File: src/design/decimal_text_to_integer_with_unit_macros.svh
// Assertion macros for the decimal text converter.
// Each macro takes a label, a clock, a disable condition and two expressions.
`ifndef DECIMAL_TEXT_TO_INTEGER_WITH_UNIT_MACROS_SVH
`define DECIMAL_TEXT_TO_INTEGER_WITH_UNIT_MACROS_SVH

`ifndef ASSERT_OFF

// Same-cycle implication
`define DTIU_ASSERT_IMP(label, clk, dis, ante, cons) \
    label: assert property (@(posedge clk) disable iff (dis) (ante) |-> (cons)) \
        else $error("dtiu assertion failed");

// Next-cycle implication
`define DTIU_ASSERT_NXT(label, clk, dis, ante, cons) \
    label: assert property (@(posedge clk) disable iff (dis) (ante) |=> (cons)) \
        else $error("dtiu assertion failed");

`else

`define DTIU_ASSERT_IMP(label, clk, dis, ante, cons)

`define DTIU_ASSERT_NXT(label, clk, dis, ante, cons)

`endif

`endif

File: src/design/dtiu_pkg.sv
`timescale 1ns / 1ps

package dtiu_pkg;

    localparam int VALUE_BITS_DEF = 64;
    localparam int OUT_BITS       = 64;
    localparam int CHAR_BITS      = 8;

    // classified item queue
    localparam int QUEUE_DEPTH = 2;
    localparam int PTR_W       = $clog2(QUEUE_DEPTH);
    localparam int CNT_W       = $clog2(QUEUE_DEPTH + 1);

    // character codes
    localparam logic [CHAR_BITS-1:0] CH_TAB     = 8'h09;
    localparam logic [CHAR_BITS-1:0] CH_CR      = 8'h0D;
    localparam logic [CHAR_BITS-1:0] CH_SPACE   = 8'h20;
    localparam logic [CHAR_BITS-1:0] CH_PLUS    = 8'h2B;
    localparam logic [CHAR_BITS-1:0] CH_MINUS   = 8'h2D;
    localparam logic [CHAR_BITS-1:0] CH_ZERO    = 8'h30;
    localparam logic [CHAR_BITS-1:0] CH_NINE    = 8'h39;
    localparam logic [CHAR_BITS-1:0] CH_UPPER_A = 8'h41;
    localparam logic [CHAR_BITS-1:0] CH_UPPER_Z = 8'h5A;
    localparam logic [CHAR_BITS-1:0] CASE_BIT   = 8'h20;
    localparam logic [CHAR_BITS-1:0] CH_LOW_B   = 8'h62;
    localparam logic [CHAR_BITS-1:0] CH_LOW_G   = 8'h67;
    localparam logic [CHAR_BITS-1:0] CH_LOW_K   = 8'h6B;
    localparam logic [CHAR_BITS-1:0] CH_LOW_M   = 8'h6D;

    // unit scale shifts
    localparam int SHIFT_K = 10;
    localparam int SHIFT_M = 20;
    localparam int SHIFT_G = 30;

    // unit suffix progress
    localparam logic [1:0] UCNT_NONE   = 2'd0;
    localparam logic [1:0] UCNT_LETTER = 2'd1;
    localparam logic [1:0] UCNT_FULL   = 2'd2;

    typedef enum logic [1:0] {
        PH_WS,
        PH_SIGN,
        PH_DIGITS,
        PH_REM
    } t_phase;

    typedef enum logic [1:0] {
        UNIT_NONE,
        UNIT_K,
        UNIT_M,
        UNIT_G
    } t_unit;

    typedef enum logic [2:0] {
        CLS_BLANK,
        CLS_PLUS,
        CLS_MINUS,
        CLS_DIGIT,
        CLS_LETTER,
        CLS_UNIT_B,
        CLS_OTHER,
        CLS_END
    } t_cls;

    // one classified character beat
    typedef struct packed {
        t_cls       cls;
        logic [3:0] digit;
        t_unit      unit;
        logic       size_mode;
    } t_item;

    // control of one finished conversion
    typedef struct packed {
        logic  ok;
        logic  negative;
        t_unit unit;
    } t_fin;

endpackage

File: src/design/dtiu_front.sv
`timescale 1ns / 1ps

module dtiu_front (
    input  logic                            i_valid,
    output logic                            o_ready,
    input  logic [dtiu_pkg::CHAR_BITS-1:0]  i_char_code,
    input  logic                            i_end_mark,
    input  logic                            i_action,
    input  logic                            i_full,
    output logic                            o_push,
    output dtiu_pkg::t_item                 o_item
);
    import dtiu_pkg::*;

    logic [CHAR_BITS-1:0] w_lower;
    logic [CHAR_BITS-1:0] w_offset;
    logic                 w_blank;
    logic                 w_digit;

    // take a beat whenever the queue has room
    assign o_ready = !i_full;
    assign o_push  = i_valid && !i_full;

    // fold upper case letters to lower case
    assign w_lower  = (i_char_code >= CH_UPPER_A && i_char_code <= CH_UPPER_Z) ?
                      (i_char_code | CASE_BIT) : i_char_code;
    assign w_offset = i_char_code - CH_ZERO;
    assign w_blank  = (i_char_code == CH_SPACE) ||
                      (i_char_code >= CH_TAB && i_char_code <= CH_CR);
    assign w_digit  = (i_char_code >= CH_ZERO && i_char_code <= CH_NINE);

    // classify the character
    always_comb begin
        o_item.digit     = w_offset[3:0];
        o_item.size_mode = i_action;
        o_item.unit      = UNIT_NONE;
        o_item.cls       = CLS_OTHER;
        if (i_end_mark) begin
            o_item.cls = CLS_END;
        end else if (w_blank) begin
            o_item.cls = CLS_BLANK;
        end else if (i_char_code == CH_PLUS) begin
            o_item.cls = CLS_PLUS;
        end else if (i_char_code == CH_MINUS) begin
            o_item.cls = CLS_MINUS;
        end else if (w_digit) begin
            o_item.cls = CLS_DIGIT;
        end else if (w_lower == CH_LOW_K) begin
            o_item.cls  = CLS_LETTER;
            o_item.unit = UNIT_K;
        end else if (w_lower == CH_LOW_M) begin
            o_item.cls  = CLS_LETTER;
            o_item.unit = UNIT_M;
        end else if (w_lower == CH_LOW_G) begin
            o_item.cls  = CLS_LETTER;
            o_item.unit = UNIT_G;
        end else if (w_lower == CH_LOW_B) begin
            o_item.cls = CLS_UNIT_B;
        end
    end

endmodule

File: src/design/dtiu_fifo.sv
`timescale 1ns / 1ps

module dtiu_fifo (
    input  logic                        i_clk,
    input  logic                        i_rst_n,
    input  logic                        i_push,
    input  dtiu_pkg::t_item             i_item,
    output logic                        o_full,
    input  logic                        i_pop,
    output dtiu_pkg::t_item             o_item,
    output logic                        o_empty,
    output logic [dtiu_pkg::CNT_W-1:0]  o_count
);
    import dtiu_pkg::*;

    t_item            r_mem [QUEUE_DEPTH];
    logic [PTR_W-1:0] r_wr_ptr;
    logic [PTR_W-1:0] r_rd_ptr;
    logic [CNT_W-1:0] r_count;
    logic [PTR_W-1:0] n_wr_ptr;
    logic [PTR_W-1:0] n_rd_ptr;
    logic [CNT_W-1:0] n_count;

    assign o_full  = (r_count == CNT_W'(QUEUE_DEPTH));
    assign o_empty = (r_count == '0);
    assign o_item  = r_mem[r_rd_ptr];
    assign o_count = r_count;

    // advance pointers with wrap
    always_comb begin
        n_wr_ptr = r_wr_ptr;
        n_rd_ptr = r_rd_ptr;
        n_count  = r_count;
        if (i_push) begin
            n_wr_ptr = (r_wr_ptr == PTR_W'(QUEUE_DEPTH - 1)) ? '0 : r_wr_ptr + 1'b1;
        end
        if (i_pop) begin
            n_rd_ptr = (r_rd_ptr == PTR_W'(QUEUE_DEPTH - 1)) ? '0 : r_rd_ptr + 1'b1;
        end
        if (i_push && !i_pop) begin
            n_count = r_count + 1'b1;
        end else if (!i_push && i_pop) begin
            n_count = r_count - 1'b1;
        end
    end

    always_ff @(posedge i_clk) begin
        if (!i_rst_n) begin
            r_wr_ptr <= '0;
            r_rd_ptr <= '0;
            r_count  <= '0;
        end else begin
            r_wr_ptr <= n_wr_ptr;
            r_rd_ptr <= n_rd_ptr;
            r_count  <= n_count;
        end
    end

    // store the pushed beat
    always_ff @(posedge i_clk) begin
        if (i_push) begin
            r_mem[r_wr_ptr] <= i_item;
        end
    end

endmodule

File: src/design/dtiu_back.sv
`timescale 1ns / 1ps

module dtiu_back #(
    parameter int VALUE_BITS = dtiu_pkg::VALUE_BITS_DEF
) (
    input  logic                   i_clk,
    input  logic                   i_rst_n,
    input  dtiu_pkg::t_item        i_item,
    input  logic                   i_empty,
    output logic                   o_pop,
    output logic                   o_fin_valid,
    input  logic                   i_fin_ready,
    output dtiu_pkg::t_fin         o_fin,
    output logic [VALUE_BITS-1:0]  o_mag
);
    import dtiu_pkg::*;

    localparam int WB = VALUE_BITS + 4;
    localparam logic [WB-1:0] WIDE_CAP = WB'(1) << (VALUE_BITS - 1);

    t_phase                r_phase;
    t_phase                n_phase;
    logic                  r_negative;
    logic                  n_negative;
    logic [VALUE_BITS-1:0] r_mag;
    logic [VALUE_BITS-1:0] n_mag;
    t_unit                 r_letter;
    t_unit                 n_letter;
    logic [1:0]            r_ucnt;
    logic [1:0]            n_ucnt;
    logic                  r_nonblank;
    logic                  n_nonblank;
    logic                  r_bad;
    logic                  n_bad;

    logic                  w_end;
    logic                  w_is_digit;
    logic                  w_unit_take;
    logic                  w_sign_bad;
    logic [WB-1:0]         w_wide;

    assign w_end       = (i_item.cls == CLS_END);
    assign w_is_digit  = (i_item.cls == CLS_DIGIT);
    assign o_pop       = !i_empty && (!w_end || i_fin_ready);
    assign o_fin_valid = !i_empty && w_end;

    // characters that go to the unit suffix check
    assign w_unit_take = (r_phase == PH_REM) ||
                         (r_phase == PH_DIGITS && !w_is_digit) ||
                         (r_phase == PH_WS && (i_item.cls == CLS_LETTER ||
                                               i_item.cls == CLS_UNIT_B ||
                                               i_item.cls == CLS_OTHER));
    assign w_sign_bad  = (r_phase == PH_SIGN) && !w_is_digit;

    // magnitude times ten plus digit
    assign w_wide = ({4'b0, r_mag} << 3) + ({4'b0, r_mag} << 1) + WB'(i_item.digit);

    // next phase
    always_comb begin
        n_phase = r_phase;
        if (o_pop) begin
            if (w_end) begin
                n_phase = PH_WS;
            end else begin
                case (r_phase)
                    PH_WS: begin
                        if (i_item.cls == CLS_PLUS || i_item.cls == CLS_MINUS) begin
                            n_phase = PH_SIGN;
                        end else if (w_is_digit) begin
                            n_phase = PH_DIGITS;
                        end else if (i_item.cls != CLS_BLANK) begin
                            n_phase = PH_REM;
                        end
                    end
                    PH_SIGN: begin
                        n_phase = w_is_digit ? PH_DIGITS : PH_REM;
                    end
                    PH_DIGITS: begin
                        n_phase = w_is_digit ? PH_DIGITS : PH_REM;
                    end
                    PH_REM: begin
                        n_phase = PH_REM;
                    end
                    default: begin
                        n_phase = PH_WS;
                    end
                endcase
            end
        end
    end

    // data updates and finished record
    always_comb begin
        n_negative = r_negative;
        n_mag      = r_mag;
        n_letter   = r_letter;
        n_ucnt     = r_ucnt;
        n_nonblank = r_nonblank;
        n_bad      = r_bad;

        o_mag          = r_mag;
        o_fin.negative = r_negative;
        o_fin.unit     = (r_phase == PH_DIGITS) ? UNIT_NONE : r_letter;
        o_fin.ok       = r_nonblank && !r_bad && (r_phase != PH_SIGN) &&
                         ((r_phase == PH_DIGITS) ||
                          (i_item.size_mode && r_ucnt == UCNT_FULL));

        if (o_pop) begin
            if (w_end) begin
                // drop all string state
                n_negative = 1'b0;
                n_mag      = '0;
                n_letter   = UNIT_NONE;
                n_ucnt     = UCNT_NONE;
                n_nonblank = 1'b0;
                n_bad      = 1'b0;
            end else begin
                if (r_phase == PH_WS && i_item.cls != CLS_BLANK) begin
                    n_nonblank = 1'b1;
                end
                if (r_phase == PH_WS && i_item.cls == CLS_MINUS) begin
                    n_negative = 1'b1;
                end
                if (w_is_digit && r_phase != PH_REM) begin
                    n_mag = (w_wide > WIDE_CAP) ? WIDE_CAP[VALUE_BITS-1:0]
                                                : w_wide[VALUE_BITS-1:0];
                end
                if (w_sign_bad) begin
                    n_bad = 1'b1;
                end
                if (w_unit_take && !r_bad) begin
                    if (r_ucnt == UCNT_NONE) begin
                        if (i_item.cls == CLS_LETTER) begin
                            n_letter = i_item.unit;
                            n_ucnt   = UCNT_LETTER;
                        end else begin
                            n_bad = 1'b1;
                        end
                    end else if (r_ucnt == UCNT_LETTER && i_item.cls == CLS_UNIT_B) begin
                        n_ucnt = UCNT_FULL;
                    end else begin
                        n_bad = 1'b1;
                    end
                end
            end
        end
    end

    always_ff @(posedge i_clk) begin
        if (!i_rst_n) begin
            r_phase    <= PH_WS;
            r_negative <= 1'b0;
            r_mag      <= '0;
            r_letter   <= UNIT_NONE;
            r_ucnt     <= UCNT_NONE;
            r_nonblank <= 1'b0;
            r_bad      <= 1'b0;
        end else begin
            r_phase    <= n_phase;
            r_negative <= n_negative;
            r_mag      <= n_mag;
            r_letter   <= n_letter;
            r_ucnt     <= n_ucnt;
            r_nonblank <= n_nonblank;
            r_bad      <= n_bad;
        end
    end

endmodule

File: src/design/dtiu_finish.sv
`timescale 1ns / 1ps

module dtiu_finish #(
    parameter int VALUE_BITS = dtiu_pkg::VALUE_BITS_DEF
) (
    input  logic                                i_clk,
    input  logic                                i_rst_n,
    input  logic                                i_fin_valid,
    output logic                                o_fin_ready,
    input  dtiu_pkg::t_fin                      i_fin,
    input  logic [VALUE_BITS-1:0]               i_mag,
    output logic                                o_valid,
    input  logic                                i_ready,
    output logic signed [dtiu_pkg::OUT_BITS-1:0] o_value,
    output logic                                o_ok
);
    import dtiu_pkg::*;

    localparam logic [VALUE_BITS-1:0] MAG_CAP = {1'b1, {(VALUE_BITS - 1){1'b0}}};

    logic                        r_valid;
    logic signed [OUT_BITS-1:0]  r_value;
    logic                        r_ok;
    logic signed [OUT_BITS-1:0]  n_value;

    logic [VALUE_BITS-1:0]       w_lim;
    logic [VALUE_BITS-1:0]       w_thr;
    logic [VALUE_BITS-1:0]       w_shifted;
    logic [VALUE_BITS-1:0]       w_scaled;
    logic [VALUE_BITS-1:0]       w_signed;

    assign o_fin_ready = !r_valid || i_ready;
    assign o_valid     = r_valid;
    assign o_value     = r_value;
    assign o_ok        = r_ok;

    // saturation limit depends on sign
    assign w_lim = i_fin.negative ? MAG_CAP : MAG_CAP - 1'b1;

    // pick unit shift and its overflow threshold
    always_comb begin
        case (i_fin.unit)
            UNIT_K: begin
                w_thr     = w_lim >> SHIFT_K;
                w_shifted = i_mag << SHIFT_K;
            end
            UNIT_M: begin
                w_thr     = w_lim >> SHIFT_M;
                w_shifted = i_mag << SHIFT_M;
            end
            UNIT_G: begin
                w_thr     = w_lim >> SHIFT_G;
                w_shifted = i_mag << SHIFT_G;
            end
            default: begin
                w_thr     = w_lim;
                w_shifted = i_mag;
            end
        endcase
    end

    // clamp, apply sign, sign-extend to the output width
    assign w_scaled = (i_mag > w_thr) ? w_lim : w_shifted;
    assign w_signed = i_fin.negative ? ('0 - w_scaled) : w_scaled;
    assign n_value  = i_fin.ok ? OUT_BITS'(signed'(w_signed)) : '0;

    always_ff @(posedge i_clk) begin
        if (!i_rst_n) begin
            r_valid <= 1'b0;
        end else if (i_fin_valid && o_fin_ready) begin
            r_valid <= 1'b1;
        end else if (i_ready) begin
            r_valid <= 1'b0;
        end
    end

    // hold the result until taken
    always_ff @(posedge i_clk) begin
        if (i_fin_valid && o_fin_ready) begin
            r_value <= n_value;
            r_ok    <= i_fin.ok;
        end
    end

endmodule

File: src/design/decimal_text_to_integer_with_unit.sv
// Decimal text to signed integer with optional kb/mb/gb unit.
// Input channel (i_valid/o_ready): one character per beat in i_char_code;
// a beat with i_end_mark high closes the string and its i_action selects
// plain integer (0) or size mode (1). Only the end beat yields a result.
// Output channel (o_valid/i_ready): o_value (signed, saturated to the
// VALUE_BITS limits and sign-extended) and o_ok; o_value is 0 when o_ok is 0.
// Throughput: one character per cycle while no held result stalls the back;
// the front classifies each character into a two-entry queue and the back
// consumes one entry a cycle. The end beat is stored in the queue, and its
// result is registered in the output register when the back pops it.
// Reset: clears the queue, the string state and the output valid flag;
// o_ready is high once the queue has been cleared.
// Stall: a held result keeps the back from consuming the next end beat; the
// queue then fills and o_ready falls, with no beat lost.
`timescale 1ns / 1ps
`include "decimal_text_to_integer_with_unit_macros.svh"

module decimal_text_to_integer_with_unit #(
    parameter int VALUE_BITS = dtiu_pkg::VALUE_BITS_DEF
) (
    input  logic                                  i_clk,
    input  logic                                  i_rst_n,
    input  logic                                  i_valid,
    output logic                                  o_ready,
    input  logic [dtiu_pkg::CHAR_BITS-1:0]        i_char_code,
    input  logic                                  i_end_mark,
    input  logic                                  i_action,
    output logic                                  o_valid,
    input  logic                                  i_ready,
    output logic signed [dtiu_pkg::OUT_BITS-1:0]  o_value,
    output logic                                  o_ok
);
    import dtiu_pkg::*;

    t_item                 w_push_item;
    t_item                 w_head_item;
    logic                  w_push;
    logic                  w_pop;
    logic                  w_full;
    logic                  w_empty;
    logic [CNT_W-1:0]      w_count;
    logic                  w_fin_valid;
    logic                  w_fin_ready;
    t_fin                  w_fin;
    logic [VALUE_BITS-1:0] w_mag;

    dtiu_front u_front (
        .i_valid     (i_valid),
        .o_ready     (o_ready),
        .i_char_code (i_char_code),
        .i_end_mark  (i_end_mark),
        .i_action    (i_action),
        .i_full      (w_full),
        .o_push      (w_push),
        .o_item      (w_push_item)
    );

    dtiu_fifo u_fifo (
        .i_clk   (i_clk),
        .i_rst_n (i_rst_n),
        .i_push  (w_push),
        .i_item  (w_push_item),
        .o_full  (w_full),
        .i_pop   (w_pop),
        .o_item  (w_head_item),
        .o_empty (w_empty),
        .o_count (w_count)
    );

    dtiu_back #(
        .VALUE_BITS (VALUE_BITS)
    ) u_back (
        .i_clk       (i_clk),
        .i_rst_n     (i_rst_n),
        .i_item      (w_head_item),
        .i_empty     (w_empty),
        .o_pop       (w_pop),
        .o_fin_valid (w_fin_valid),
        .i_fin_ready (w_fin_ready),
        .o_fin       (w_fin),
        .o_mag       (w_mag)
    );

    dtiu_finish #(
        .VALUE_BITS (VALUE_BITS)
    ) u_finish (
        .i_clk       (i_clk),
        .i_rst_n     (i_rst_n),
        .i_fin_valid (w_fin_valid),
        .o_fin_ready (w_fin_ready),
        .i_fin       (w_fin),
        .i_mag       (w_mag),
        .o_valid     (o_valid),
        .i_ready     (i_ready),
        .o_value     (o_value),
        .o_ok        (o_ok)
    );

    // a rejected string never carries a value
    `DTIU_ASSERT_IMP(a_fail_zero, i_clk, !i_rst_n, o_valid && !o_ok, o_value == '0)
    // queue occupancy stays within its depth
    `DTIU_ASSERT_IMP(a_queue_bound, i_clk, !i_rst_n, 1'b1, w_count <= CNT_W'(QUEUE_DEPTH))
    // reset leaves the block empty and ready
    `DTIU_ASSERT_NXT(a_reset_idle, i_clk, 1'b0, !i_rst_n, !o_valid && o_ready)
    // a pop never happens from an empty queue
    `DTIU_ASSERT_IMP(a_pop_nonempty, i_clk, !i_rst_n, w_pop, !w_empty)

endmodule

File: config.mk
export PLATFORM = sky130hd
export DESIGN_NAME = decimal_text_to_integer_with_unit
export DESIGN_NICKNAME = d
export VERILOG_FILES = /design/src/design/dtiu_pkg.sv /design/src/design/dtiu_front.sv /design/src/design/dtiu_fifo.sv /design/src/design/dtiu_back.sv /design/src/design/dtiu_finish.sv /design/src/design/decimal_text_to_integer_with_unit.sv
export VERILOG_INCLUDE_DIRS = /design/src /design/src/design
export SDC_FILE = /design/constraint.sdc
export NUM_CORES = 1
export LEC_CHECK = 0
export ABC_AREA = 1
export BUFFER_PORTS_ARGS = -buffer_cell sky130_fd_sc_hd__clkbuf_2
export CAP_MARGIN = 20
export CORE_UTILIZATION = 58
export DETAILED_ROUTE_END_ITERATION = 16
export GPL_TIMING_DRIVEN = 0
export PLACE_DENSITY_LB_ADDON = 0.2
export RECOVER_POWER = 50
export SLEW_MARGIN = 20
export SYNTH_ARGS = -nofsm -noshare
export SYNTH_HDL_FRONTEND = slang
export SYNTH_SLANG_ARGS = --single-unit
File: constraint.sdc
create_clock -name i_clk -period 5.04 [get_ports i_clk]
set_input_delay 0.252 -clock i_clk [delete_from_list [all_inputs] [get_ports i_clk]]
set_output_delay 0.252 -clock i_clk [all_outputs]
set_load 0.1 [all_outputs]
==> results.toml, run 1 <==
[run_status]
outcome = "complete, but fails checks"
violations = "capacitance limit, slew limit"

[timing]
min_period_ps = 4940
clock.fmax_ghz = 0.202
setup_slack_ps = 97.6
fin_skew_ps = 16.5
worst_pin_slew_ps = 1660
hold_viol_final = 0
fin_crit_sh_pct = 98.1
setup_violations = 0
relSlewSlack_pct = -10.7
final_max_slew_viol_count = 31
rsz0062_at_grt = "yes"

[clocking]
cts_buffers = 17
clkTransAtPathRegs_ps = 80
htree_num_levels = 4
cts_tree = "built"
insertion_delay_ps = 470
ctsRootBufferMaster = "clkbuf_16"
cts.sinks = 164
clockBufferDepth = 2

[yosys]
synth_top_cells_by_area = "nand2_1, edfxtp_1, ha_1"
syn_inst = 2902
yosysSeqAreaShare_pct = 22.8
ys_seq_elements = 164
synth_edf_count = 85
yosysUniqueCellTypes = 58
synth_top_area_share_pct = 15.7
synth_top_cell_by_area = "nand2_1"
syn_area_um2 = 18100
synthFlopType = "edfxtp_1"
async_flop_share_pct = 0
ys_warn_count = 0
avgSynthCellArea_um2 = 6.25
synthTopCellsByCount = "nand2_1, nor2_1, inv_1"
synth_most_common_cell = "nand2_1"
postSynthNetCount = 3109

[drt]
dr_total_vias = 21229
wirelength_mm = 72.4
routedWlPerCell_um = 21.2
drc = 0
drtIter0Drc = 2723
drt_first_pass_iters = 8
vias_per_cell = 6.20
postRouteAntennaNets = 0

[finish]
nets = 3222
area_growth_pct = 9.67
antennaDiodeCount = 0
n_fill_cell = 2895
post-route-util_pct = 64.8
drive_above_1_share_pct = 5.85

[critical_path]
path_max_fanout = 10
slowest_stage = "buf_2"
slowest_delay_ps = 430
end_kind = "flip-flop"
cp_common_cell = "nand2_1"
worstSetupPathType = "reg -> reg"
cp-start-kind = "flip-flop"
critPathRequiredTime_ps = 5260
cp.arrival_ps = 5160

[hold_path]
hold_class = "in -> reg"

[power_and_ir_drop]
p_per_area_nw_per_um2 = 495
peakVddDrop_uv = 357
power_mw = 9.85
leakage_nw = 9.44

[placed_design]
gp_congestion = 1.12
pre_cts_ws_ps = -1260
port-buffer-count = 80
dp_hpwl_mm = 59.5

[floorplan]
pin_count = 81
core_um2 = 30700
die_w_um = 179
rows = 64
die_h_um = 179
dieArea_um2 = 32000
initial_core_util_pct = 59.1

[global_routing]
track_usage_pct = 45.4
overflow = 0
antenna_found_initial = 0
grt_start_max_net_pins = 34
grt_pass1_wl_mm = 109
grt_pass1_vias = 19886

[flow_run]
drv_cap = 1
-- area by class of cell --
type | instances | area, µm² | area share [%]
Timing Repair Buffer | 95 | 430 | 2.17
Buffer | 83 | 465 | 2.34
Clock inverter | 15 | 183 | 0.919
Sequential cell | 164 | 4140 | 20.8
Multi-Input combinational cell | 2309 | 12400 | 62.6
Tap cell | 396 | 495 | 2.49
Inverter | 345 | 1290 | 6.52
Clock buffer | 17 | 425 | 2.14
-- layout by cell type (no fill, tap or decap), types with 30 or more instances in the layout --
master,instances
nand2_1,754
nor2_1,441
inv_1,333
a21oi_1,271
ha_1,190
o21ai_0,147
nand3_1,144
clkbuf_1,112
edfxtp_1,85
dfxtp_1,76
nand4_1,37
nor3_1,32
o221ai_1,30
-- timing repair --
| action | in CTS | in global routing |
|---|---|---|
| cloned | 0 | 0 |
| endpoints found under the hold margin | 2 | 0 |
| setup buffers | 6 | 5 |
| hold buffers | 1 | 0 |
| resized for setup | 41 | 29 |
| setup endpoints to repair | 126 | 91 |
| pin swaps | 2 | 6 |
-- per-layer routing --
layer	vias up	share of wire [%]	track usage [%]	wire [µm]
li1	9889	-	-	-
met1	9678	38	54.7	27200
met2	1362	43	69.9	31100
met3	300	12	11.9	8660
met4	0	7.5	32.7	5460
met5	-	0	0	0
-- cell families (layout without fill, tap and decap cells) --
kind of cell             count (synthesis)  count (layout)  synth area share, %
multiplexers                             2               2                0.110
AND/OR/NAND/NOR                       1496            1496                 34.3
flip-flops                             164             164                 22.8
buffers and inverters                  429             555                 9.44
adder cells (fa/ha/maj)                193             193                 13.4
AO/OA/AOI/OAI                          577             577                 17.9
XOR/XNOR                                41              41                 1.98
-- state kept, by name, indices dropped and copies added, names as in the netlist, 2 cells and up, named ones only --
signal	count
u_back.r_phase	2
u_back.r_ucnt	2
u_fifo.r_mem	20
u_back.r_letter	2
u_finish.o_value	64
u_fifo.o_count	2
u_back.o_mag	64
-- per-stage QoR --
stage                     hold WS (ps)  TNS, ps  cell area [µm²]  std cells
after global routing               105     -193            19900       3424
final                             99.4        0            19900       3424
after floorplan                    351        0            18100       2902
after CTS                         19.9        0            19900       3419
after detailed placement           442  -107590            19100       3381
after global placement             435  -147670            19000       3378
-- worst max-delay path, delay by kind of cell (launching register included) --
kind	cells	cell delay, ps
and+or+nand+nor	22	2110
buffers and inverters	8	1530
DFF	1	390
AOI/OAI and AO/OA	1	220
adders and majority gates	2	410
-- worst paths after layout --
kind | from | endpoint | slack, ps | depth (start not counted)
max | u_back.r_negative | u_finish.o_value[50] | 100 | 33
min | i_ready | u_finish.o_valid | 100 | 4
max reg2reg | u_back.r_negative | u_finish.o_value[50] | 100 | 33
min reg2reg | u_back.r_nonblank | u_back.r_nonblank | 480 | 2
-- where the power goes --
group / internal, mW / switching (mW) / total, mW
Combinational: 1.54 / 5.12 / 6.66
Sequential: 1.70 / 0.127 / 1.83
Clock: 0.712 / 0.645 / 1.36
Total: 3.95 / 5.89 / 9.85
No activity file was read; power rests on OpenSTA's default activity.
==> run 2: changes to the inputs <==
CORE_UTILIZATION = 60   (was 58)
RECOVER_POWER = default   (was 50)
clock period = 5.6 ns   (was 5.04 ns; I/O delays follow)
==> run 2 against run 1 <==
Against the previous run: the flow now finishes without violations; clock power shrank 12%; utilization grew 1.7 points; final cell count shrank 0.50%; sequential power shrank 10%; via count shrank 0.86%; critical path type unchanged; non-clock buffer count shrank 11.
==> results.toml, run 2 (synthesis gave the netlist of run 1 again) <==
[finish]
layout_commonest_cell = "nand2_1"
antennaDiodeCount = 0
drive_above_1_share_pct = 7.39
area_growth_pct = 9.11
fin_cells = 3407
nets = 3211
final_cell_mix = "nand2_1, nor2_1, inv_1, a21oi_1, ha_1"

[drt]
wirelength_mm = 70.1
vias_per_cell = 6.18
routedWlPerCell_um = 20.6
postRouteAntennaNets = 0
dr_total_vias = 21047
drt_first_pass_iters = 7
drtIter0Drc = 2494
drc = 0

[timing]
setup_slack_ps = 114
relSlewSlack_pct = 28.9
hold_slack_ps = 43.4
setup_tns_ps = 0
setup_violations = 0
worst_pin_slew_ps = 1040
fin_crit_sh_pct = 98.0
fin_skew_ps = 18.7
min_period_ps = 5490
clock.fmax_ghz = 0.182
rsz0062_at_grt = "no"
final_max_slew_viol_count = 0
hold_viol_final = 0

[clocking]
insertion_delay_ps = 470
cts_buffers = 17
clockBufferDepth = 2
ctsRootBufferMaster = "clkbuf_16"
cts_tree = "built"
clkTransAtPathRegs_ps = 80
cts.sinks = 164
htree_num_levels = 4

[run_status]
outcome = "finished, final reports clean"

[floorplan]
rows = 63
die_w_um = 176
die_h_um = 176
dieArea_um2 = 30900
initial_core_util_pct = 61.0
pin_count = 81
core_um2 = 29700

[global_routing]
antenna_found_initial = 0
overflow = 0
grt_start_max_net_pins = 33
track_usage_pct = 45.5
grt_pass1_vias = 19986
grt_pass1_wl_mm = 107

[power_and_ir_drop]
power_mw = 8.78
peakVddDrop_uv = 299
p_per_area_nw_per_um2 = 444
leakage_nw = 9.57

[placed_design]
dp_hpwl_mm = 56.8
pre_cts_ws_ps = -830
port-buffer-count = 80
dp.cells = 3374
gp_congestion = 1.16

[critical_path]
worstSetupPathType = "reg -> reg"
cp-start-kind = "flip-flop"
end_kind = "flip-flop"
critPathRequiredTime_ps = 5970
cp.arrival_ps = 5860
path_max_fanout = 10

[hold_path]
hold_class = "in -> reg"

[flow_run]
drv_cap = 0
## run 2: report_power, final
part	internal [mW]	leakage [nW]	switching [mW]	total (mW)
clock network	0.602	0.294	0.602	1.20
registers	1.52	1.44	0.117	1.64
logic	1.39	7.84	4.55	5.94
total	3.51	9.57	5.27	8.78
## run 2: critical path, cell delays in order, from the launching register on
cell and delay, ps:
dfxtp_1 560, inv_1 250, fa_1 640, inv_1 70, ha_1 290, nand3_1 80, nand2_1 230, nand2_1 80
nand2_1 220, a21boi_2 150, o21ai_0 480, nand2_1 130, nand2_1 250, xor2_1 370, nand2_1 100, nor2_1 120
nand2_1 90, nor3_2 320, nand4_1 170, nand2_2 240, buf_4 260, nand2_1 110, a21oi_1 200
## run 2: path summary, 6_finish.rpt
| check | depth (start not counted) | end | startpoint | slack, ps |
|---|---|---|---|---|
| max reg2reg | 22 | u_back.o_mag[61] | u_back.o_mag[0] | 110 |
| min | 1 | u_fifo.r_mem[1][3] | i_char_code[0] | 40 |
| max | 22 | u_back.o_mag[61] | u_back.o_mag[0] | 110 |
| min reg2reg | 1 | flip-flop | u_fifo.r_rd_ptr | 460 |
## run 2: what timing repair did
item	in CTS	in global routing
gates resized for setup	15	22
gates cloned	0	0
hold endpoints to repair	1	0
pin swaps	0	0
setup buffers	1	0
setup endpoints to repair	109	85
hold buffers	1	0
## run 2: cell type report
| type | instances | area (µm²) |
|---|---|---|
| Multi-Input combinational cell | 2309 | 12300 |
| Fill cell | 2800 | 9940 |
| Sequential cell | 164 | 4140 |
| Inverter | 345 | 1290 |
| Tap cell | 390 | 488 |
| Timing Repair Buffer | 84 | 465 |
| Buffer | 83 | 434 |
| Clock buffer | 17 | 425 |
| Clock inverter | 15 | 179 |
## run 2: through the flow
| step | util [%] | area (µm²) |
|---|---|---|
| 6_report | 66.5 | 19800 |
| 5_1_grt | 66.5 | 19800 |
| 4_1_cts | 66.4 | 19700 |
| 3_5_place_dp | 64.2 | 19100 |
| 3_3_place_gp | 64.0 | 19000 |
| 2_1_floorplan | - | 18100 |
## run 2: metal layers
metal  track usage, %  share of wire, %
met1             51.7                37
met2             74.2                45
met3             9.16                10
met4             36.6               8.5
met5                0                 0
